$ cat src/rtl/core/thc_pkg.sv
// Package for the tournament Hamiltonian cycle core: types and constants.
// No dependencies.
`timescale 1ns / 1ps
`default_nettype none
package thc_pkg;
  localparam int unsigned VC_W = 6;
  localparam int unsigned ROW_W = 32;
  localparam int unsigned IDX_W = 5;
  localparam logic CMD_LOAD = 1'b0;
  localparam logic CMD_SOLVE = 1'b1;

  // Datapath operations commanded by the controller.
  typedef enum logic [3:0] {
    OP_NONE   = 4'd0,
    OP_INIT   = 4'd1,  // start path build
    OP_INS    = 4'd2,  // scan one path position during insertion
    OP_PREFIX = 4'd3,  // scan for initial cycle prefix
    OP_SPLICE = 4'd4,  // scan cycle for splice point
    OP_ROT    = 4'd5,  // rotate cycle one step
    OP_EMIT   = 4'd6   // hold emit state
  } op_t;

  typedef struct packed {
    op_t op;
  } thc_cmd_t;

  typedef struct packed {
    logic done;    // current phase finishes at this edge
    logic fail;    // no cycle
    logic single;  // one vertex
    logic spliced; // a segment is spliced at this edge, rotation follows
  } thc_stat_t;
endpackage
`default_nettype wire

$ cat src/rtl/core/thc_ctrl.sv
// Controller state machine sequencing load, build, splice and emit.
// Depends on thc_pkg.
`timescale 1ns / 1ps
`default_nettype none
module thc_ctrl (
  input  wire logic clk,
  input  wire logic rst,
  input  wire logic in_valid,
  input  wire logic in_cmd,
  output logic in_ready,
  output logic out_valid,
  input  wire logic out_ready,
  output logic out_err,
  input  wire logic emit_last,
  input  wire thc_pkg::thc_stat_t stat,
  output thc_pkg::thc_cmd_t cmd,
  output logic emit_adv,
  output logic load_en
);
  typedef enum logic [6:0] {
    S_IDLE = 7'b0000001, S_INIT = 7'b0000010, S_INS = 7'b0000100,
    S_PRE = 7'b0001000, S_SPL = 7'b0010000, S_ROT = 7'b0100000,
    S_EMIT = 7'b1000000
  } state_t;
  state_t state, state_next;
  logic err, err_next;

  assign in_ready = (state == S_IDLE);
  assign load_en = in_valid && in_ready && (in_cmd == thc_pkg::CMD_LOAD);
  assign out_valid = (state == S_EMIT);
  assign out_err = err;
  assign emit_adv = out_valid && out_ready;

  always_comb begin
    state_next = state;
    err_next = err;
    cmd.op = thc_pkg::OP_NONE;
    case (state)
      S_IDLE: if (in_valid && in_cmd == thc_pkg::CMD_SOLVE) state_next = S_INIT;
      S_INIT: begin
        cmd.op = thc_pkg::OP_INIT;
        state_next = S_INS; err_next = 1'b0;
      end
      S_INS: begin
        cmd.op = thc_pkg::OP_INS;
        if (stat.single) state_next = S_EMIT;
        else if (stat.fail) begin err_next = 1'b1; state_next = S_EMIT; end
        else if (stat.done) state_next = S_PRE;
      end
      S_PRE: begin
        cmd.op = thc_pkg::OP_PREFIX;
        if (stat.fail) begin err_next = 1'b1; state_next = S_EMIT; end
        else if (stat.done) state_next = S_SPL;
      end
      S_SPL: begin
        cmd.op = thc_pkg::OP_SPLICE;
        if (stat.done) begin
          err_next = stat.fail; state_next = S_EMIT;
        end else if (stat.spliced) state_next = S_ROT;
      end
      S_ROT: begin
        cmd.op = thc_pkg::OP_ROT;
        if (stat.done) state_next = S_SPL;
      end
      S_EMIT: begin
        cmd.op = thc_pkg::OP_EMIT;
        if (emit_adv && (err || emit_last)) state_next = S_IDLE;
      end
      default: state_next = S_IDLE;
    endcase
  end

  always_ff @(posedge clk) begin
    if (rst) begin state <= S_IDLE; err <= 1'b0; end
    else begin state <= state_next; err <= err_next; end
  end
endmodule
`default_nettype wire

$ cat config.mk
export PLATFORM = sky130hd
export DESIGN_NAME = thc_ctrl
export DESIGN_NICKNAME = d
export VERILOG_FILES = /design/src/rtl/core/thc_pkg.sv /design/src/rtl/core/thc_ctrl.sv
export SDC_FILE = /design/constraint.sdc
export NUM_CORES = 1
export LEC_CHECK = 0
export BUFFER_PORTS_ARGS = -buffer_cell sky130_fd_sc_hd__buf_4
export CELL_PAD_IN_SITES_DETAIL_PLACEMENT = 1
export CELL_PAD_IN_SITES_GLOBAL_PLACEMENT = 2
export CORE_AREA = 2 2 50 52
export CTS_BUF_LIST = sky130_fd_sc_hd__clkbuf_4 sky130_fd_sc_hd__clkbuf_8
export CTS_CLUSTER_DIAMETER = 150
export DETAILED_ROUTE_END_ITERATION = 12
export DIE_AREA = 0 0 52 54
export PLACE_DENSITY_LB_ADDON = 0.1
export SLEW_MARGIN = 0
export SYNTH_ARGS = -nofsm -noshare
export SYNTH_HDL_FRONTEND = slang
export SYNTH_SLANG_ARGS = --single-unit
$ cat constraint.sdc
create_clock -name clk -period 4.75 [get_ports clk]
set_input_delay 0.475 -clock clk [delete_from_list [all_inputs] [get_ports clk]]
set_output_delay 0.475 -clock clk [all_outputs]
set_load 0.01 [all_outputs]
# Word level (Yosys, flattened, before mapping)
# Index checks and enable logic that the tools add are counted.
[totals] regBits=8 inputBits=10
[classes] n_eq_ne=13 n_mux=15 bitwise=1 n_reduce_logical=9
[ops] operator="7-bit two-way mux" count=9
[ops] operator="7-bit case mux with 7 select lines" count=1
[ops] operator="3-bit case mux with 6 select lines" count=1
[ops] operator="7-bit by 1-bit == test with 1-bit output, second input constant" count=1
[ops] operator="7-bit by 2-bit == test with 1-bit output, second input constant" count=1
[ops] operator="7-bit by 3-bit == test with 1-bit output, second input constant" count=1
[ops] operator="7-bit by 4-bit == test with 1-bit output, second input constant" count=1
[ops] operator="7-bit by 5-bit == test with 1-bit output, second input constant" count=1
[ops] operator="7-bit by 6-bit == test with 1-bit output, second input constant" count=1
[ops] operator="7-bit == test, second input constant" count=1
[ops] operator="1-bit logical AND" count=5
[ops] operator="2-bit by 1-bit inequality test with 1-bit output, second input constant" count=2
[ops] operator="2-bit inequality test, second input constant" count=2
[ops] operator="4-bit inequality test, second input constant" count=1
[ops] operator="1-bit case mux with 4 select lines" count=1
[ops] operator="4-bit AND reduction" count=1
[ops] operator="4-bit nonzero test" count=1
[ops] operator="1-bit two-way mux" count=3
[ops] operator="3-bit inequality test, second input constant" count=1
[ops] operator="3-bit AND reduction" count=1
[ops] operator="1-bit logical OR" count=1
[ops] operator="1-bit NOT" count=1

# Logic depth before layout (Yosys ltp)
# Gate-level depths: netlist of run 1.
[depth] depth_word=5 depth_mapped=6 mapped_depth_nobuf=4

# Worst setup path after synthesis of run 1
# OpenSTA, ideal clock, no wires.
[synth_timing] path_kind="reg-to-output" from="register state[1]" to="output emit_adv" arrival_ns=1.731 setup_slack_ns=2.544 stages_incl_launch_ff=6 cell_sequence="dfxtp_1 -> buf_6 -> or4_4 -> buf_6 -> nor4b_2 -> and2_1"
[synth_between] elab_chain_len=2
[synth_rtl] item="start, declared" line="thc_ctrl.sv:25" source="state_t state, state_next;"
[synth_rtl] item="start signal, assigned" line="thc_ctrl.sv:75" source="else begin state <= state_next; err <= err_next; end"
[synth_rtl] item="7-bit == test" line="thc_ctrl.sv:30" source="assign out_valid = (state == S_EMIT);"
[synth_rtl] item="named net out_valid" line="thc_ctrl.sv:11" source="output logic out_valid,"
[synth_rtl] item="1-bit logical AND" line="thc_ctrl.sv:32" source="assign emit_adv = out_valid && out_ready;"
[synth_rtl] item="end, declared" line="thc_ctrl.sv:17" source="output logic emit_adv,"
# The timed path passes the listed nets, and every way through them passes these cells.

# Final worst setup path of run 1
[layout_timing] from="register state[6]" to="output load_en"
[layout_between] elab_chain_len=3
[layout_rtl] item="7-bit by 1-bit == test with 1-bit output" line="thc_ctrl.sv:28" source="assign in_ready = (state == S_IDLE);"
[layout_rtl] item="1-bit logical AND (2 in a row)" line="thc_ctrl.sv:29" source="assign load_en = in_valid && in_ready && (in_cmd == thc_pkg::CMD_LOAD);"
[layout_rtl] item="end, declared" line="thc_ctrl.sv:18" source="output logic load_en"
# Every way passes these cells.

==> results_dict.tcl, run 1 <==
set metrics [dict create \
    status "finished, final reports clean" \
    io_buffers 17 \
    die-area_um2 2810 \
    min_period_ns 2.55 \
    tritoncts "built" \
    numCtsBuffers 3 \
    stdcell_count 130 \
    drv_cap 0 \
    clock.fmax_mhz 393 \
    synth_nets 99 \
    netlist_area_um2 658 \
    ir_drop_uv 137 \
    grt_setup_unrepaired "false" \
    placed_cells 127 \
    grt_pass1_vias 671 \
    skew_ns 0.0105 \
    htreeDepth 1 \
    wirelength_mm 2.04 \
    die_x_um 52 \
    rows 18 \
    avgSynthCellArea_um2 7.39 \
    drt-met1-wl_um 964 \
    max_stage_delay_ns 0.71 \
    seq_area_frac_synth_pct 24.3 \
    wl_met3_um 93 \
    synth_top_area_share_pct 24.3 \
    ys_ff_latch 8 \
    design.core.area_um2 2320 \
    die-height_um 54 \
    synth_area_leaders "dfxtp_1 24%, nand2b_1 6.7%, nor3_1 6.1%" \
    cts-root-buf "clkbuf_4" \
    cts_setup_buffers 0 \
    drt-pass1-iter-count 4 \
    worstSetupPathType "flop to output port" \
    crit_arrival_ns 2.07 \
    ioPinCount 19 \
    worst_pin_slew_ns 0.800 \
    setup_viol 0 \
    cts_hold_buf 0 \
    grt_pass1_wl_mm 3.30 \
    first_iter_violations 14 \
    period_share_pct 53.6 \
    drcViolationCount 0 \
    grt_max_degree 13 \
    final_common_cell "buf_4" \
    grtUsageTotal_pct 16.3 \
    cp_slowest_cell "nor3_1" \
    finalMaxSlewViolations 0 \
    start_util_pct 28.4 \
    fin_tns_setup_ns 0 \
    ys_types 36 \
    via_per_inst 5.36 \
    dr_total_vias 697 \
    cts.repair.resized 0 \
    highest_layer "met4" \
    netlist_instances 89 \
    hold_viol_final 0 \
    yosysTopAreaCell "dfxtp_1" \
    postRouteAntennaNets 0 \
    layout_common_cells "17 x buf_4, 8 x nor3_1, 8 x dfxtp_1" \
    wl_met2_um 962 \
    routedWlPerCell_um 15.7 \
    cts.sinks 8 \
    grt-ovfl-total 0 \
    clkTransAtPathRegs_ns 0.07 \
    place.gp.congestion 0.773 \
    drive_above_1_share_pct 23.0 \
    setup.worst_path.start_class "flop" \
    antenna_found_initial 0 \
    clk_latency_ns 0.27 \
    p_per_area_nw_per_um2 266 \
    hp-class "primary input to flop" \
    syn_to_final_growth_pct 20.3 \
    worst_slew_margin_rel_pct 46.3 \
    critPathRequiredTime_ns 4.28 \
    ys.warnings.count 0 \
    critPathMaxFanout 12 \
    final_nets 112 \
    clockBufferDepth 2 \
    path_cells "nor3_1, nand2_1, nor3b_1, buf_4" \
    endpoint_kind "output port" \
    diodes 0 \
    dp_hpwl_mm 1.59 \
    power.leakage_nw 0.288 \
]
## kinds of logic after synthesis
group | Yosys count | synth area share (%)
flip-flops | 8 | 24.3
AO/OA/AOI/OAI | 22 | 21.3
AND/OR/NAND/NOR | 43 | 39.9
buffers and inverters | 12 | 9.89
other | 1 | 0.570
XOR/XNOR | 3 | 3.99
## routing by layer
layer  GRT usage (%)  up-vias
li1                -      351
met2            28.1       14
met1            19.3      328
met4            6.58        0
met3            3.89        4
met5               0        -
## per-stage QoR
stage                     power, W  hold slack, ns  util (%)  area [µm²]  setup slack [ns]
after global placement    0.000154           0.531      33.2         769              2.55
after detailed placement  0.000154           0.534      33.2         769              2.48
after global routing      0.000226           0.416      34.1         792              2.04
final                     0.000210           0.424      34.1         792              2.20
after floorplan           0.000136           0.514         -         658              2.54
after CTS                 0.000212           0.423      34.1         792              2.21
## cell type report
| type | count | area [µm²] |
|---|---|---|
| tap | 30 | 37.5 |
| multi-input combinational | 69 | 433 |
| fill | 302 | 1530 |
| sequential | 8 | 160 |
| timing repair buffer | 17 | 128 |
| clock buffer | 3 | 22.5 |
| inverter | 3 | 11.3 |
## synthesized netlist by cell type (all sizes together)
cell	n
a221oi	1
inv	3
o311ai	1
a21oi	6
a31oi	3
xor2	2
conb	1
o211ai	1
clkbuf	5
nand2	3
and2	1
o31ai	1
o32ai	1
nor3	8
o21ai	4
buf	4
or3	4
nor3b	1
o22ai	1
nor2	7
nand3b	1
nor4b	4
o21bai	1
nand3	1
xnor2	1
a22oi	1
nor4	3
nand2b	7
or4	3
dfxtp	8
a31o	1
## state kept, by name (all words and copies together) (netlist names)
signal / cells
out_err: 1
state: 7
## critical path: cells and delay by family (launching register included)
| family | cells | cell delay, ns |
|---|---|---|
| simple gates | 3 | 1.23 |
| flops | 1 | 0.42 |
| buf+inv | 1 | 0.15 |
## path summary, 6_finish.rpt
kind | from | to | slack [ns] | cells after the start
min reg2reg | out_err | out_err | 0.55 | 2
max | state[6] | load_en | 2.20 | 4
min | rst | state[2] | 0.42 | 2
max reg2reg | state[6] | state[2] | 2.77 | 4
## power by group
group	switching [W]	internal (W)
combinational	0.0000368	0.0000316
clock	0.0000283	0.0000292
sequential	0.0000123	0.0000722
total	0.0000774	0.000133
Power figures use the tool's default switching activity.
==> run 2: changes to the inputs <==
--- a/config.mk
+++ b/config.mk
@@ -8,11 +8,11 @@
 export BUFFER_PORTS_ARGS = -buffer_cell sky130_fd_sc_hd__buf_4
 export CELL_PAD_IN_SITES_DETAIL_PLACEMENT = 1
 export CELL_PAD_IN_SITES_GLOBAL_PLACEMENT = 2
-export CORE_AREA = 2 2 50 52
+export CORE_AREA = 2 2 54 56
 export CTS_BUF_LIST = sky130_fd_sc_hd__clkbuf_4 sky130_fd_sc_hd__clkbuf_8
 export CTS_CLUSTER_DIAMETER = 150
 export DETAILED_ROUTE_END_ITERATION = 12
-export DIE_AREA = 0 0 52 54
+export DIE_AREA = 0 0 56 58
 export PLACE_DENSITY_LB_ADDON = 0.1
 export SLEW_MARGIN = 0
 export SYNTH_ARGS = -nofsm -noshare
==> constraint.sdc (replaced) <==
create_clock -name clk -period 2.1 [get_ports clk]
set_input_delay 0.21 -clock clk [delete_from_list [all_inputs] [get_ports clk]]
set_output_delay 0.21 -clock clk [all_outputs]
set_load 0.01 [all_outputs]
==> run 2 against run 1 <==
  * Combinational power rose to 3.1 times the previous value
  * Sequential cell count did not move
  * Non-clock buffer count is 8 higher
  * Clock power up 120%
  * Wire length grew 7.6%
  * Global-route usage decreased by 1.7 points
  * Core utilization decreased by 1.1 points
  * Die area increased by 16%
  * Worst hold slack worse by 0.26 ns
  * Sequential power is 100% higher
  * First-iteration DRC count increased by 14%
  * Critical path type unchanged
  * Critical endpoint is now emit_adv
  * Largest cell class unchanged
  * Largest power group is now combinational logic
  * Highest routed layer unchanged
==> results_dict.tcl, run 2 (synthesis gave the netlist of run 1 again) <==
set metrics [dict create \
    reg2reg_from "state[3]" \
    hp-class "primary input to flop" \
    htreeDepth 1 \
    stdcell_count 139 \
    design.core.area_um2 2660 \
    p_per_area_nw_per_um2 581 \
    first_iter_violations 16 \
    power.leakage_nw 0.337 \
    drcViolationCount 0 \
    worst_slew_margin_rel_pct 65.0 \
    ioPinCount 19 \
    start_util_pct 24.7 \
    io_buffers 17 \
    grt-ovfl-total 0 \
    rows 19 \
    period_share_pct 96.0 \
    syn_to_final_growth_pct 33.8 \
    worstSetupPathType "flop to output port" \
    final_common_cell "buf_4" \
    clkTransAtPathRegs_ns 0.06 \
    endpoint_kind "output port" \
    clk_latency_ns 0.26 \
    finalMaxSlewViolations 0 \
    seqPwrFrac_pct 33.2 \
    crit_arrival_ns 1.81 \
    drive_above_1_share_pct 31.5 \
    drv_cap 0 \
    drt-pass1-iter-count 4 \
    diodes 0 \
    clock.fmax_mhz 496 \
    antenna_found_initial 0 \
    die_x_um 56 \
    setup.worst_path.start "state[3]" \
    dp_hpwl_mm 1.71 \
    tritoncts "built" \
    dr_total_vias 739 \
    grt_pass1_wl_mm 3.58 \
    die-area_um2 3250 \
    status "finished, final reports clean" \
    ir_drop_uv 302 \
    min_period_ns 2.02 \
    place.gp.congestion 0.689 \
    clockPowerShare_pct 25.0 \
    routedWlPerCell_um 15.8 \
    hold_viol_final 0 \
    wirelength_mm 2.20 \
    largest_reg_flops 7 \
    via_per_inst 5.32 \
    placed_cells 133 \
    final_nets 120 \
    cts.sinks 8 \
    die-height_um 58 \
    setup.worst_path.start_class "flop" \
    setup_viol 0 \
    worst_pin_slew_ns 0.520 \
    cts-root-buf "clkbuf_4" \
    critPathRequiredTime_ns 1.89 \
    grt_max_degree 13 \
    postLayoutCellArea_um2 881 \
    min_from "rst" \
    layout_common_cells "25 x buf_4, 7 x nand2b_1, 7 x nor3_1, 7 x nor2_1, 7 x dfxtp_1" \
    numCtsBuffers 3 \
    skew_ns 0.00424 \
    swShare_pct 35.4 \
    postRouteAntennaNets 0 \
    p_sw_w 0.000181 \
    grt_setup_unrepaired "true" \
    p_int_w 0.000330 \
    regMostFlops "state" \
    grt_pass1_vias 729 \
    critPathMaxFanout 5 \
    power_frac_comb_pct 41.8 \
    grtUsageTotal_pct 14.6 \
    clockBufferDepth 2 \
    postPlaceCellArea_um2 808 \
]
==> run 2: changes by cell type in the layout (fill, tap and decap cells not counted), sizes merged <==
cell	previous run	this run
buf	17	25
==> run 2: power groups by stage <==
stage	clock network [W]	registers [W]	logic, W
after floorplan	0	0.000176	0.000131
after global placement	0	0.000173	0.000192
after detailed placement	0	0.000173	0.000192
after CTS	0.000134	0.000170	0.000196
after global routing	0.000148	0.000171	0.000234
final	0.000128	0.000170	0.000214
==> run 2: per-stage QoR <==
stage	hold WS, ns	util (%)	worst slack (ns)	total power [W]	TNS (ns)
after global placement	0.449	30.4	0.273	0.000365	0
after CTS	0.160	31.7	0.0662	0.000500	0
after floorplan	0.279	-	0.147	0.000307	0
final	0.161	33.1	0.0848	0.000512	0
after detailed placement	0.444	30.4	0.239	0.000366	0
after global routing	0.165	33.1	-0.0227	0.000552	-0.0339
==> run 2: final cells by class <==
| type | count | area (µm²) |
|---|---|---|
| Fill cell | 346 | 1780 |
| Multi-Input combinational cell | 69 | 459 |
| Timing Repair Buffer | 25 | 188 |
| Sequential cell | 8 | 161 |
| Tap cell | 31 | 38.8 |
| Clock buffer | 3 | 22.5 |
| Inverter | 3 | 11.3 |
==> run 2: path summary, 6_finish.rpt <==
| kind | endpoint | slack (ns) | depth (start not counted) |
|---|---|---|---|
| worst max-delay path | emit_adv | 0.08 | 4 |
| worst min-delay path | state[2] | 0.16 | 2 |
| worst max register to register | out_err | 0.11 | 5 |
| worst min register to register | out_err | 0.52 | 2 |
==> run 2: timing repair <==
action | in CTS | in global routing
setup endpoints to repair | 4 | 3
resized for setup | 2 | 3
setup buffers | 0 | 3
hold buffers | 0 | 0
pin swaps | 0 | 3
==> run 2: worst max-delay path: stages, from the launching register on <==
cell	delay (ns)
dfxtp_2	0.32
or4_4	0.56
nor4b_4	0.37
and2_1	0.18
buf_4	0.11
==> run 2: metal layers <==
metal / vias up / track usage (%) / share of wire, %
met5: - / 0 / 0
met4: 0 / 7.14 / 1.3
met3: 4 / 3.57 / 5.6
met2: 17 / 23.0 / 48
met1: 350 / 18.8 / 45
li1: 368 / - / -
